**config.mk**
```make
export PLATFORM = sky130hd
export DESIGN_NAME = coap_message_parser
export DESIGN_NICKNAME = d
export VERILOG_FILES = /design/src/design/cmp_pkg.sv /design/src/design/cmp_parse_core.sv /design/src/design/cmp_out_stage.sv /design/src/design/coap_message_parser.sv
export SDC_FILE = /design/constraint.sdc
export NUM_CORES = 1
export LEC_CHECK = 0
export BUFFER_PORTS_ARGS = -buffer_cell sky130_fd_sc_hd__buf_2
export CELL_PAD_IN_SITES_DETAIL_PLACEMENT = 0
export CELL_PAD_IN_SITES_GLOBAL_PLACEMENT = 1
export CORE_MARGIN = 2
export CORE_UTILIZATION = 50
export CTS_CLUSTER_DIAMETER = 40
export DETAILED_ROUTE_END_ITERATION = 16
export MAX_ROUTING_LAYER = met4
export PLACE_DENSITY = 0.86
export SETUP_SLACK_MARGIN = 0.02
export SLEW_MARGIN = 20
export SYNTH_ARGS = -nofsm -noshare
export SYNTH_HDL_FRONTEND = slang
export SYNTH_HIERARCHICAL = 1
export SYNTH_SLANG_ARGS = --single-unit
```
**constraint.sdc**
```tcl
create_clock -name clk -period 10.1 [get_ports clk]
set_clock_uncertainty 0.15 [all_clocks]
set_input_delay 2.525 -clock clk [delete_from_list [all_inputs] [get_ports clk]]
set_output_delay 2.525 -clock clk [all_outputs]
set_load 0.005 [all_outputs]
```
**src/design/cmp_pkg.sv**
```systemverilog
// Shared types and constants for the CoAP message parser.
package cmp_pkg;

    // Byte classes.
    localparam logic [2:0] CLS_HEADER   = 3'd0;
    localparam logic [2:0] CLS_TOKEN    = 3'd1;
    localparam logic [2:0] CLS_OPT_HDR  = 3'd2;
    localparam logic [2:0] CLS_OPT_VAL  = 3'd3;
    localparam logic [2:0] CLS_MARKER   = 3'd4;
    localparam logic [2:0] CLS_PAYLOAD  = 3'd5;
    localparam logic [2:0] CLS_SKIP     = 3'd6;

    // Status codes.
    localparam logic [2:0] ST_OK        = 3'd0;
    localparam logic [2:0] ST_SHORT     = 3'd1;
    localparam logic [2:0] ST_TKL       = 3'd2;
    localparam logic [2:0] ST_DELTA15   = 3'd3;
    localparam logic [2:0] ST_LEN15     = 3'd4;
    localparam logic [2:0] ST_TOO_MANY  = 3'd5;
    localparam logic [2:0] ST_TRUNC     = 3'd6;

    localparam logic [7:0] PAYLOAD_MARKER   = 8'hFF;
    localparam logic [3:0] NIB_EXT1         = 4'd13;
    localparam logic [3:0] NIB_RESERVED     = 4'd15;
    localparam logic [3:0] TKL_MAX          = 4'd8;
    localparam logic [16:0] EXT1_OFFSET     = 17'd13;
    localparam logic [16:0] EXT2_OFFSET     = 17'd269;
    localparam logic [7:0] OPTION_LIMIT_RST = 8'd16;

    typedef enum logic [7:0] {
        PH_HEADER    = 8'b0000_0001,
        PH_TOKEN     = 8'b0000_0010,
        PH_OPT_HDR   = 8'b0000_0100,
        PH_DELTA_EXT = 8'b0000_1000,
        PH_LEN_EXT   = 8'b0001_0000,
        PH_VALUE     = 8'b0010_0000,
        PH_PAYLOAD   = 8'b0100_0000,
        PH_SKIP      = 8'b1000_0000
    } phase_t;

    typedef struct packed {
        logic [2:0]  byte_class;
        logic [7:0]  echo_byte;
        logic [1:0]  version;
        logic [1:0]  pkt_type;
        logic [3:0]  token_length;
        logic [7:0]  code;
        logic [15:0] message_id;
        logic [15:0] option_num;
        logic [16:0] option_length;
        logic        option_ready;
        logic [2:0]  status;
        logic        message_end;
    } cmp_result_t;

endpackage

```
**src/design/cmp_parse_core.sv**
```systemverilog
// Parser state registers and the per-byte next-state and result logic.
module cmp_parse_core
    import cmp_pkg::*;
(
    input  logic        clk,
    input  logic        rst_n,
    input  logic [7:0]  option_limit,
    input  logic        in_fire,
    input  logic [7:0]  in_byte,
    input  logic        in_last,
    output cmp_result_t res
);

    phase_t      phase_reg, phase_next;
    logic [1:0]  fbc_reg, fbc_next;
    logic [1:0]  version_reg, version_next;
    logic [1:0]  type_reg, type_next;
    logic [3:0]  tkl_reg, tkl_next;
    logic [7:0]  code_reg, code_next;
    logic [15:0] mid_reg, mid_next;
    logic [3:0]  tok_rem_reg, tok_rem_next;
    logic [3:0]  delta_nib_reg, delta_nib_next;
    logic [3:0]  len_nib_reg, len_nib_next;
    logic [7:0]  ext_acc_reg, ext_acc_next;
    logic [15:0] num_acc_reg, num_acc_next;
    logic [16:0] val_rem_reg, val_rem_next;
    logic [16:0] cur_len_reg, cur_len_next;
    logic [7:0]  opt_cnt_reg, opt_cnt_next;
    logic [2:0]  err_reg, err_next;

    logic [2:0]  cls;
    logic        ready;
    logic        raise_en;
    logic [2:0]  raise_code;
    logic        delta_done;
    logic [16:0] delta_val;
    logic        len_done;
    logic [16:0] len_val;
    logic        ext_done;
    logic [16:0] ext_val;
    logic [3:0]  ext_nib;
    logic [2:0]  final_err;

    always_comb
    begin
        phase_next     = phase_reg;
        fbc_next       = fbc_reg;
        version_next   = version_reg;
        type_next      = type_reg;
        tkl_next       = tkl_reg;
        code_next      = code_reg;
        mid_next       = mid_reg;
        tok_rem_next   = tok_rem_reg;
        delta_nib_next = delta_nib_reg;
        len_nib_next   = len_nib_reg;
        ext_acc_next   = ext_acc_reg;
        num_acc_next   = num_acc_reg;
        val_rem_next   = val_rem_reg;
        cur_len_next   = cur_len_reg;
        opt_cnt_next   = opt_cnt_reg;
        err_next       = err_reg;
        cls            = CLS_SKIP;
        ready          = 1'b0;
        raise_en       = 1'b0;
        raise_code     = ST_OK;
        delta_done     = 1'b0;
        delta_val      = '0;
        len_done       = 1'b0;
        len_val        = '0;
        ext_done       = 1'b0;
        ext_val        = '0;
        ext_nib        = (phase_reg == PH_DELTA_EXT) ? delta_nib_reg : len_nib_reg;

        case (phase_reg)
            PH_HEADER:
            begin
                cls = CLS_HEADER;
                case (fbc_reg)
                    2'd0:
                    begin
                        version_next = in_byte[7:6];
                        type_next    = in_byte[5:4];
                        tkl_next     = in_byte[3:0];
                    end
                    2'd1:    code_next = in_byte;
                    2'd2:    mid_next  = {in_byte, 8'h00};
                    default: mid_next  = {mid_reg[15:8], in_byte};
                endcase
                if (fbc_reg != 2'd3)
                begin
                    fbc_next = fbc_reg + 2'd1;
                end
                else
                begin
                    fbc_next = 2'd0;
                    if (tkl_reg > TKL_MAX)
                    begin
                        raise_en   = 1'b1;
                        raise_code = ST_TKL;
                    end
                    else if (tkl_reg != 4'd0)
                    begin
                        tok_rem_next = tkl_reg;
                        phase_next   = PH_TOKEN;
                    end
                    else
                    begin
                        phase_next = PH_OPT_HDR;
                    end
                end
            end
            PH_TOKEN:
            begin
                cls          = CLS_TOKEN;
                tok_rem_next = tok_rem_reg - 4'd1;
                if (tok_rem_next == 4'd0)
                    phase_next = PH_OPT_HDR;
            end
            PH_OPT_HDR:
            begin
                if (in_byte == PAYLOAD_MARKER)
                begin
                    cls = CLS_MARKER;
                    if (in_last)
                    begin
                        raise_en   = 1'b1;
                        raise_code = ST_TRUNC;
                    end
                    else
                    begin
                        phase_next = PH_PAYLOAD;
                    end
                end
                else
                begin
                    cls            = CLS_OPT_HDR;
                    delta_nib_next = in_byte[7:4];
                    len_nib_next   = in_byte[3:0];
                    if (in_byte[7:4] == NIB_RESERVED)
                    begin
                        raise_en   = 1'b1;
                        raise_code = ST_DELTA15;
                    end
                    else if (in_byte[3:0] == NIB_RESERVED)
                    begin
                        raise_en   = 1'b1;
                        raise_code = ST_LEN15;
                    end
                    else if (in_byte[7:4] >= NIB_EXT1)
                    begin
                        phase_next   = PH_DELTA_EXT;
                        fbc_next     = 2'd0;
                        ext_acc_next = 8'd0;
                    end
                    else
                    begin
                        delta_done = 1'b1;
                        delta_val  = {13'd0, in_byte[7:4]};
                    end
                end
            end
            PH_DELTA_EXT, PH_LEN_EXT:
            begin
                cls = CLS_OPT_HDR;
                if (ext_nib == NIB_EXT1)
                begin
                    ext_val  = {9'd0, in_byte} + EXT1_OFFSET;
                    ext_done = 1'b1;
                end
                else if (fbc_reg == 2'd0)
                begin
                    ext_acc_next = in_byte;
                    fbc_next     = 2'd1;
                end
                else
                begin
                    ext_val  = {1'b0, ext_acc_reg, in_byte} + EXT2_OFFSET;
                    fbc_next = 2'd0;
                    ext_done = 1'b1;
                end
                if (ext_done)
                begin
                    if (phase_reg == PH_DELTA_EXT)
                    begin
                        delta_done = 1'b1;
                        delta_val  = ext_val;
                    end
                    else
                    begin
                        len_done = 1'b1;
                        len_val  = ext_val;
                    end
                end
            end
            PH_VALUE:
            begin
                cls          = CLS_OPT_VAL;
                val_rem_next = val_rem_reg - 17'd1;
                if (val_rem_next == 17'd0)
                    phase_next = PH_OPT_HDR;
            end
            PH_PAYLOAD:
            begin
                cls = CLS_PAYLOAD;
            end
            default:
            begin
                cls = CLS_SKIP;
            end
        endcase

        // The option number wraps at 16 bits, so only the low half of the delta matters.
        if (delta_done)
        begin
            num_acc_next = num_acc_reg + delta_val[15:0];
            if (len_nib_next >= NIB_EXT1)
            begin
                phase_next   = PH_LEN_EXT;
                fbc_next     = 2'd0;
                ext_acc_next = 8'd0;
            end
            else
            begin
                len_done = 1'b1;
                len_val  = {13'd0, len_nib_next};
            end
        end

        if (len_done)
        begin
            cur_len_next = len_val;
            ready        = 1'b1;
            if (({1'b0, opt_cnt_reg} + 9'd1) >= {1'b0, option_limit})
            begin
                raise_en   = 1'b1;
                raise_code = ST_TOO_MANY;
            end
            else
            begin
                opt_cnt_next = opt_cnt_reg + 8'd1;
                val_rem_next = len_val;
                phase_next   = (len_val != 17'd0) ? PH_VALUE : PH_OPT_HDR;
            end
        end

        if (raise_en)
        begin
            phase_next = PH_SKIP;
            if (err_reg == ST_OK)
                err_next = raise_code;
        end

        // A message that ends part way through a field is reported on its last beat.
        final_err = err_next;
        if (in_last && err_next == ST_OK)
        begin
            if (phase_next == PH_HEADER)
                final_err = ST_SHORT;
            else if (phase_next == PH_TOKEN)
                final_err = ST_TKL;
            else if (phase_next == PH_DELTA_EXT || phase_next == PH_LEN_EXT ||
                     phase_next == PH_VALUE)
                final_err = ST_TRUNC;
        end

        res.byte_class    = cls;
        res.echo_byte     = in_byte;
        res.version       = version_next;
        res.pkt_type      = type_next;
        res.token_length  = tkl_next;
        res.code          = code_next;
        res.message_id    = mid_next;
        res.option_num    = num_acc_next;
        res.option_length = cur_len_next;
        res.option_ready  = ready;
        res.status        = final_err;
        res.message_end   = in_last;
    end

    always_ff @(posedge clk or negedge rst_n)
    begin
        if (!rst_n)
        begin
            phase_reg     <= PH_HEADER;
            fbc_reg       <= '0;
            version_reg   <= '0;
            type_reg      <= '0;
            tkl_reg       <= '0;
            code_reg      <= '0;
            mid_reg       <= '0;
            tok_rem_reg   <= '0;
            delta_nib_reg <= '0;
            len_nib_reg   <= '0;
            ext_acc_reg   <= '0;
            num_acc_reg   <= '0;
            val_rem_reg   <= '0;
            cur_len_reg   <= '0;
            opt_cnt_reg   <= '0;
            err_reg       <= ST_OK;
        end
        else if (in_fire)
        begin
            if (in_last)
            begin
                phase_reg     <= PH_HEADER;
                fbc_reg       <= '0;
                version_reg   <= '0;
                type_reg      <= '0;
                tkl_reg       <= '0;
                code_reg      <= '0;
                mid_reg       <= '0;
                tok_rem_reg   <= '0;
                delta_nib_reg <= '0;
                len_nib_reg   <= '0;
                ext_acc_reg   <= '0;
                num_acc_reg   <= '0;
                val_rem_reg   <= '0;
                cur_len_reg   <= '0;
                opt_cnt_reg   <= '0;
                err_reg       <= ST_OK;
            end
            else
            begin
                phase_reg     <= phase_next;
                fbc_reg       <= fbc_next;
                version_reg   <= version_next;
                type_reg      <= type_next;
                tkl_reg       <= tkl_next;
                code_reg      <= code_next;
                mid_reg       <= mid_next;
                tok_rem_reg   <= tok_rem_next;
                delta_nib_reg <= delta_nib_next;
                len_nib_reg   <= len_nib_next;
                ext_acc_reg   <= ext_acc_next;
                num_acc_reg   <= num_acc_next;
                val_rem_reg   <= val_rem_next;
                cur_len_reg   <= cur_len_next;
                opt_cnt_reg   <= opt_cnt_next;
                err_reg       <= err_next;
            end
        end
    end

    a_ready_on_opt_hdr: assert property (@(posedge clk) disable iff (!rst_n)
        res.option_ready |-> res.byte_class == CLS_OPT_HDR)
        else $error("option_ready outside an option header byte");

    a_skip_has_error: assert property (@(posedge clk) disable iff (!rst_n)
        (in_fire && phase_reg == PH_SKIP) |-> (res.byte_class == CLS_SKIP &&
                                               res.status != ST_OK))
        else $error("skipped byte without an error status");

    a_error_sticky: assert property (@(posedge clk) disable iff (!rst_n)
        (in_fire && !in_last && err_reg != ST_OK) |=> err_reg == $past(err_reg))
        else $error("error code changed within a message");

endmodule

```
**src/design/cmp_out_stage.sv**
```systemverilog
// Output register that holds one result beat until the downstream side takes it.
module cmp_out_stage
    import cmp_pkg::*;
(
    input  logic        clk,
    input  logic        rst_n,
    input  logic        in_valid,
    output logic        in_ready,
    input  cmp_result_t in_res,
    output logic        out_valid,
    input  logic        out_ready,
    output cmp_result_t out_res
);

    logic        valid_reg;
    cmp_result_t res_reg;

    // A new beat may enter while the register is empty or when the held one leaves in the same cycle.
    assign in_ready  = !valid_reg || out_ready;
    assign out_valid = valid_reg;
    assign out_res   = res_reg;

    always_ff @(posedge clk or negedge rst_n)
    begin
        if (!rst_n)
            valid_reg <= 1'b0;
        else if (in_ready)
            valid_reg <= in_valid;
    end

    always_ff @(posedge clk)
    begin
        if (in_valid && in_ready)
            res_reg <= in_res;
    end

    a_fire_gives_valid: assert property (@(posedge clk) disable iff (!rst_n)
        (in_valid && in_ready) |=> valid_reg)
        else $error("accepted beat did not reach the output register");

    a_full_blocks_input: assert property (@(posedge clk) disable iff (!rst_n)
        (valid_reg && !out_ready) |-> !in_ready)
        else $error("input accepted while the output register is full");

    a_idle_empties: assert property (@(posedge clk) disable iff (!rst_n)
        (valid_reg && out_ready && !in_valid) |=> !valid_reg)
        else $error("output register kept a beat that was taken");

endmodule

```
**src/design/coap_message_parser.sv**
```systemverilog
// Top level of the CoAP message parser: stream ports, option limit register, parser, output stage.
// The result for each accepted byte is computed combinationally and held in the output register for m_axis.
// Throughput: one byte per cycle unless output stalls; parser state updates once per beat.
// s_axis_tready falls only while the output register holds a beat that is not being taken.
// Reset (rst_n low, asynchronous): the parser returns to the header phase with all
// fields and counters zero, the output register empties, and option_limit becomes 16.
module coap_message_parser
    import cmp_pkg::*;
(
    input  logic        clk,
    input  logic        rst_n,
    input  logic        cfg_wr_en,
    input  logic [7:0]  cfg_wr_data,    // option_limit
    input  logic        s_axis_tvalid,
    output logic        s_axis_tready,
    input  logic [7:0]  s_axis_tdata,   // data_byte[7:0]
    input  logic        s_axis_tlast,
    output logic        m_axis_tvalid,
    input  logic        m_axis_tready,
    // echo_byte[7:0], version[9:8], pkt_type[11:10], token_length[15:12], code[23:16],
    // message_id[39:24], option_num[55:40], option_length[72:56], option_ready[73],
    // status[76:74], zero fill[79:77]
    output logic [79:0] m_axis_tdata,
    output logic [2:0]  m_axis_tuser,   // byte_class[2:0]
    output logic        m_axis_tlast
);

    logic [7:0]  option_limit_reg;
    logic        in_fire;
    cmp_result_t step_res;
    cmp_result_t out_res;

    always_ff @(posedge clk or negedge rst_n)
    begin
        if (!rst_n)
            option_limit_reg <= OPTION_LIMIT_RST;
        else if (cfg_wr_en)
            option_limit_reg <= cfg_wr_data;
    end

    assign in_fire = s_axis_tvalid && s_axis_tready;

    cmp_parse_core u_core (
        .clk          (clk),
        .rst_n        (rst_n),
        .option_limit (option_limit_reg),
        .in_fire      (in_fire),
        .in_byte      (s_axis_tdata),
        .in_last      (s_axis_tlast),
        .res          (step_res)
    );

    cmp_out_stage u_out (
        .clk       (clk),
        .rst_n     (rst_n),
        .in_valid  (s_axis_tvalid),
        .in_ready  (s_axis_tready),
        .in_res    (step_res),
        .out_valid (m_axis_tvalid),
        .out_ready (m_axis_tready),
        .out_res   (out_res)
    );

    assign m_axis_tdata = {3'b000,
                           out_res.status,
                           out_res.option_ready,
                           out_res.option_length,
                           out_res.option_num,
                           out_res.message_id,
                           out_res.code,
                           out_res.token_length,
                           out_res.pkt_type,
                           out_res.version,
                           out_res.echo_byte};
    assign m_axis_tuser = out_res.byte_class;
    assign m_axis_tlast = out_res.message_end;

endmodule

```
; ---- Word level (Yosys, flattened, before mapping)
; Index checks and enable logic that the tools add are counted.
[word_totals]
out_inout_bits = 86
ff_bits = 213
in_bits = 22
elab_cells = 221
[op_classes]
muxes = 134
n_reduce_logical = 21
eq_ne = 24
add_sub_neg = 8
magnitude_cmp = 4
[op_table]
columns = operator, n
row1 = $mux W8, 30
row2 = $mux W17, 13
row3 = $mux W16, 9
row4 = $pmux W16 S2, 2
row5 = $mux W4, 15
row6 = $mux W3, 16
row7 = $mux W2, 16
row8 = $pmux W8 S4, 1
row9 = $mux W1, 24
row10 = $pmux W3 S6, 1
row11 = $add A16 B9 Y17 const B, 1
row12 = $logic_not A17 Y1, 1
row13 = $reduce_bool A17 Y1, 1
row14 = $sub A17 B1 Y17 const B, 1
row15 = $add A16 B16 Y16, 1
row16 = $eq A8 B1 Y1 const B, 2
row17 = $eq A8 B2 Y1 const B, 2
row18 = $eq A8 B4 Y1 const B, 2
row19 = $eq A8 B5 Y1 const B, 2
row20 = $eq A8 B6 Y1 const B, 2
row21 = $pmux W8 S2, 1
row22 = $eq A4 B4 Y1 const B, 3
row23 = $add A8 B1 Y9 const B, 1
row24 = $add A8 B4 Y9 const B, 1
row25 = 31 further kinds, 43

; ---- Longest topological paths before layout
[logic_depth]
depth_word = 21
ltp_mapped = 18
depth_no_buf = 17

; ---- By module
; The synthesis kept the hierarchy.
[by_module_without_submodules]
columns = mod, cells_each, area_per_inst_um2, instances, seq_area_each_um2
row1 = cmp_parse_core, 988, 8785.9, 1, 3079.2
row2 = cmp_out_stage, 85, 2486.1, 1, 2457.4
row3 = coap_message_parser, 22, 365.4, 1, 201.4

; ---- Least setup slack after synthesis
; Ideal clock, no wire load.
[synth_timing]
path_kind = in2reg
startpoint = input port s_axis_tdata[0]
endpoint = register u_out.res_reg, in the netlist u_out/out_res[36] (data pin)
slack_ns = 4.153
setup_ns = 0.260
required_time_ns = 9.690
cell_stages = 18
path_buffers = 1
arrival_ns = 5.537
cell_sequence = ha_1 clkbuf_1 nand3_1 nand2_1 nor2_1 nand2_1 o21ai_0 ha_1 fa_1 a21o_1 a21o_1 a21oi_1 o21ai_0 a41oi_1 a21oi_1 a31oi_1 xnor2_1 mux2_2
[synth_lines]
columns = item, line
row1 = from (decl), coap_message_parser.sv:16  ; input logic [7:0] s_axis_tdata,
row2 = to (signal assigned), cmp_out_stage.sv:34  ; res_reg <= in_res;
row3 = to (decl), cmp_out_stage.sv:16  ; cmp_result_t res_reg;

==> metrics.cfg <==
[status]
status=complete, no violations

[pwr]
p_int_uw=2002
vdd_drop_max_uv=134.8
power_switching_uw=798.1
p_per_area_nw_per_um2=207.0
power_frac_comb=0.176
power_frac_clock=0.443
swShare=0.2850
p_seq_frac=0.381
power_leakage_uw=0.005946

[layout]
area_growth_pct=16.25
layout_commonest_cell=dfrtp_1
largest_reg_flops=81
antennaDiodeCount=0
drive_gt1_frac=0.2003
fillers=1924
layout_common_cells=130 x dfrtp_1, 103 x buf_2, 103 x a22o_1
finalNetCount=1221

[synth]
synth_warnings=6
synth-main-ff-cell=dfrtp_1
syn_area_per_cell_um2=10.63
synthAdderAreaFrac=0.03720
syn_inst=1095
synth_cell_types=84
synth-edff-count=81
ys_seq_area_frac=0.4931
ys_seq_elements=213
netlist_area_um2=11640
async_flop_share=0.6197
synthMuxAreaShare=0.04344
synth-xor-area-share=0.02634
synth_top_family_by_area=compound AO/OA/AOI/OAI gates
yosys.area_share.simple=0.1346
synth_compound_area_frac=0.2241

[setup_path]
cpPeakStageDelay_ns=0.82
r2r_setup_slack_ns=5.11
cp_top_family=compound AO/OA/AOI/OAI gates
crit_slowest_cell=a2111oi_1
regToRegStartpoint=u_core/phase_reg[1]
critPathBufInv=1
critical_path_class=in -> reg
worstPathCellList=buf_2 -> ha_1 -> and3_1 -> a211oi_4 -> mux2i_1 -> o2bb2ai_1 -> o21ai_1 -> a2111oi_1 -> o221ai_1 -> o2111ai_1 -> nand2_1
rr_endpoint=u_core/num_acc_reg[15]
crit_path_start_kind=input pin
cp_data_required_time_ns=10.20
worstSetupEndpointType=register
crit_arrival_ns=6.46
reg2reg_depth=14
path_max_fanout=16

[routing]
wl_per_cell_um=20.43
viasPerCell=6.221
num_vias=9369
postRouteAntennaNets=0
drt_iter0_drc=873
drc_errors=0
drt_first_pass_iters=5
drt_wl_total_mm=30.77

[global_route]
grt_max_degree=83
antenna_found_initial=0
grt_usage=0.2623
grt_overflow=0
grt_pass1_wl_mm=49.24
grt_pass1_vias=8850

[die]
start_util=0.5109
die_area_um2=24510
dieWidth_um=156.6
ioPinCount=108
core_um2=22780
rows=55
dieHeight_um=156.6

[timing]
setup_viol=0
worst_slack_ns=3.742
hold_viol_final=0
fin_crit_ns=6.358
tightest_slew_ns=0.9792
period_share=0.6295
setup_tns_ns=0
slew_violations=0
max_slew_margin=0.3472
max_freq_ghz=0.1573
rsz0062_at_grt=no

[clock_tree]
cts.sinks=213
postCtsSetupBuffers=0
cts_tree=yes
clockBufferDepth=3
postCtsHoldBufs=0
cts_inserted_buffers=36
clock_latency_ns=0.51
cts_resized=0
clk_pin_slew_worst_paths_ns=0.05
htreeDepth=2
root_buffer=clkbuf_16

[worst_hold_path]
min_to=u_core/delta_nib_reg[2]
min_from=u_core/delta_nib_reg[2]
hp-class=reg -> reg
hold_path_depth=1

[placement]
port_buffers=104
dp_hpwl_mm=20.28
place_congestion=0.8829
place_ws_ns=3.331

[flow_run]
cap_violations=0

## worst max path at each step
stage,startpoint,end,depth (start not counted)
2_1_floorplan,s_axis_tdata[0],u_out/out_res[36],18
3_3_place_gp,s_axis_tdata[0],u_out/out_res[36],18
3_5_place_dp,s_axis_tdata[0],u_out/out_res[36],18
4_1_cts,s_axis_tdata[0],u_out/out_res[36],18
5_1_grt,s_axis_tdata[0],u_out/out_res[36],18
6_report,s_axis_tdata[0],u_out/out_res[2],11
## synth_stat cells (all sizes together), types with 8 or more instances
cell type,instances,area (µm²)
nor2,73,276.5
a21oi,55,275.3
dfrtp,130,3253
o2bb2ai,17,148.9
nand2,76,285.3
mux2,36,435.4
edfxtp,81,2432
nor4,15,106.4
xor2,15,131.4
or2,9,56.30
o21ai,56,280.3
or3,11,73.82
ha,33,412.9
xnor2,20,175.2
a22o,103,902.1
a31oi,9,56.30
a211oi,9,80.08
clkbuf,67,251.5
buf,18,127.6
a22oi,11,87.58
nand2b,13,88.83
o22ai,9,56.30
a21o,15,112.6
nor3,27,135.1
and3,8,50.05
inv,26,97.59
nand3,30,150.1
## layout make-up
class,count,area [µm²],area share
clock inverter,19,221.5,0.01637
sequential,213,5738,0.4242
tap,313,391.6,0.02895
multi-input combinational,773,5444,0.4024
inverter,26,97.59,0.007214
clock buffer,47,1026,0.07584
timing repair buffer,115,609.3,0.04504
## per-stage QoR
stage / power (µW) / instances / cell area (µm²) / util / hold WS, ns
after floorplan: 1404 / 1097 / 11640 / - / 0.3154
after global placement: 1560 / 1440 / 12280 / 0.5390 / 0.3316
after detailed placement: 1566 / 1440 / 12280 / 0.5390 / 0.3379
after CTS: 2820 / 1506 / 13530 / 0.5938 / 0.3502
after global routing: 2921 / 1506 / 13530 / 0.5939 / 0.3645
final: 2800 / 1506 / 13530 / 0.5939 / 0.3490
## routing by layer
layer	vias to the layer above	global-route usage	wire length [µm]
li1	4308	-	-
met1	4619	0.3684	14000
met2	379	0.3963	13990
met3	63	0.04265	1989
met4	0	0.07471	794
met5	-	-	0
## power by group through the flow
stage	sequential (µW)	combinational [µW]	clock [µW]
after floorplan	1060	343	0
after global placement	1080	482	0
after detailed placement	1080	487	0
after CTS	1070	492	1260
after global routing	1080	540	1300
final	1070	493	1240
## kinds of logic after synthesis
logic type,Yosys count
adders and majority gates,34
xor gates and xnor gates,35
other,1
buffers and inverters,111
AOI/OAI and AO/OA,352
and+or+nand+nor,306
DFF,213
muxes,43
No activity file was read; power rests on OpenSTA's default activity.
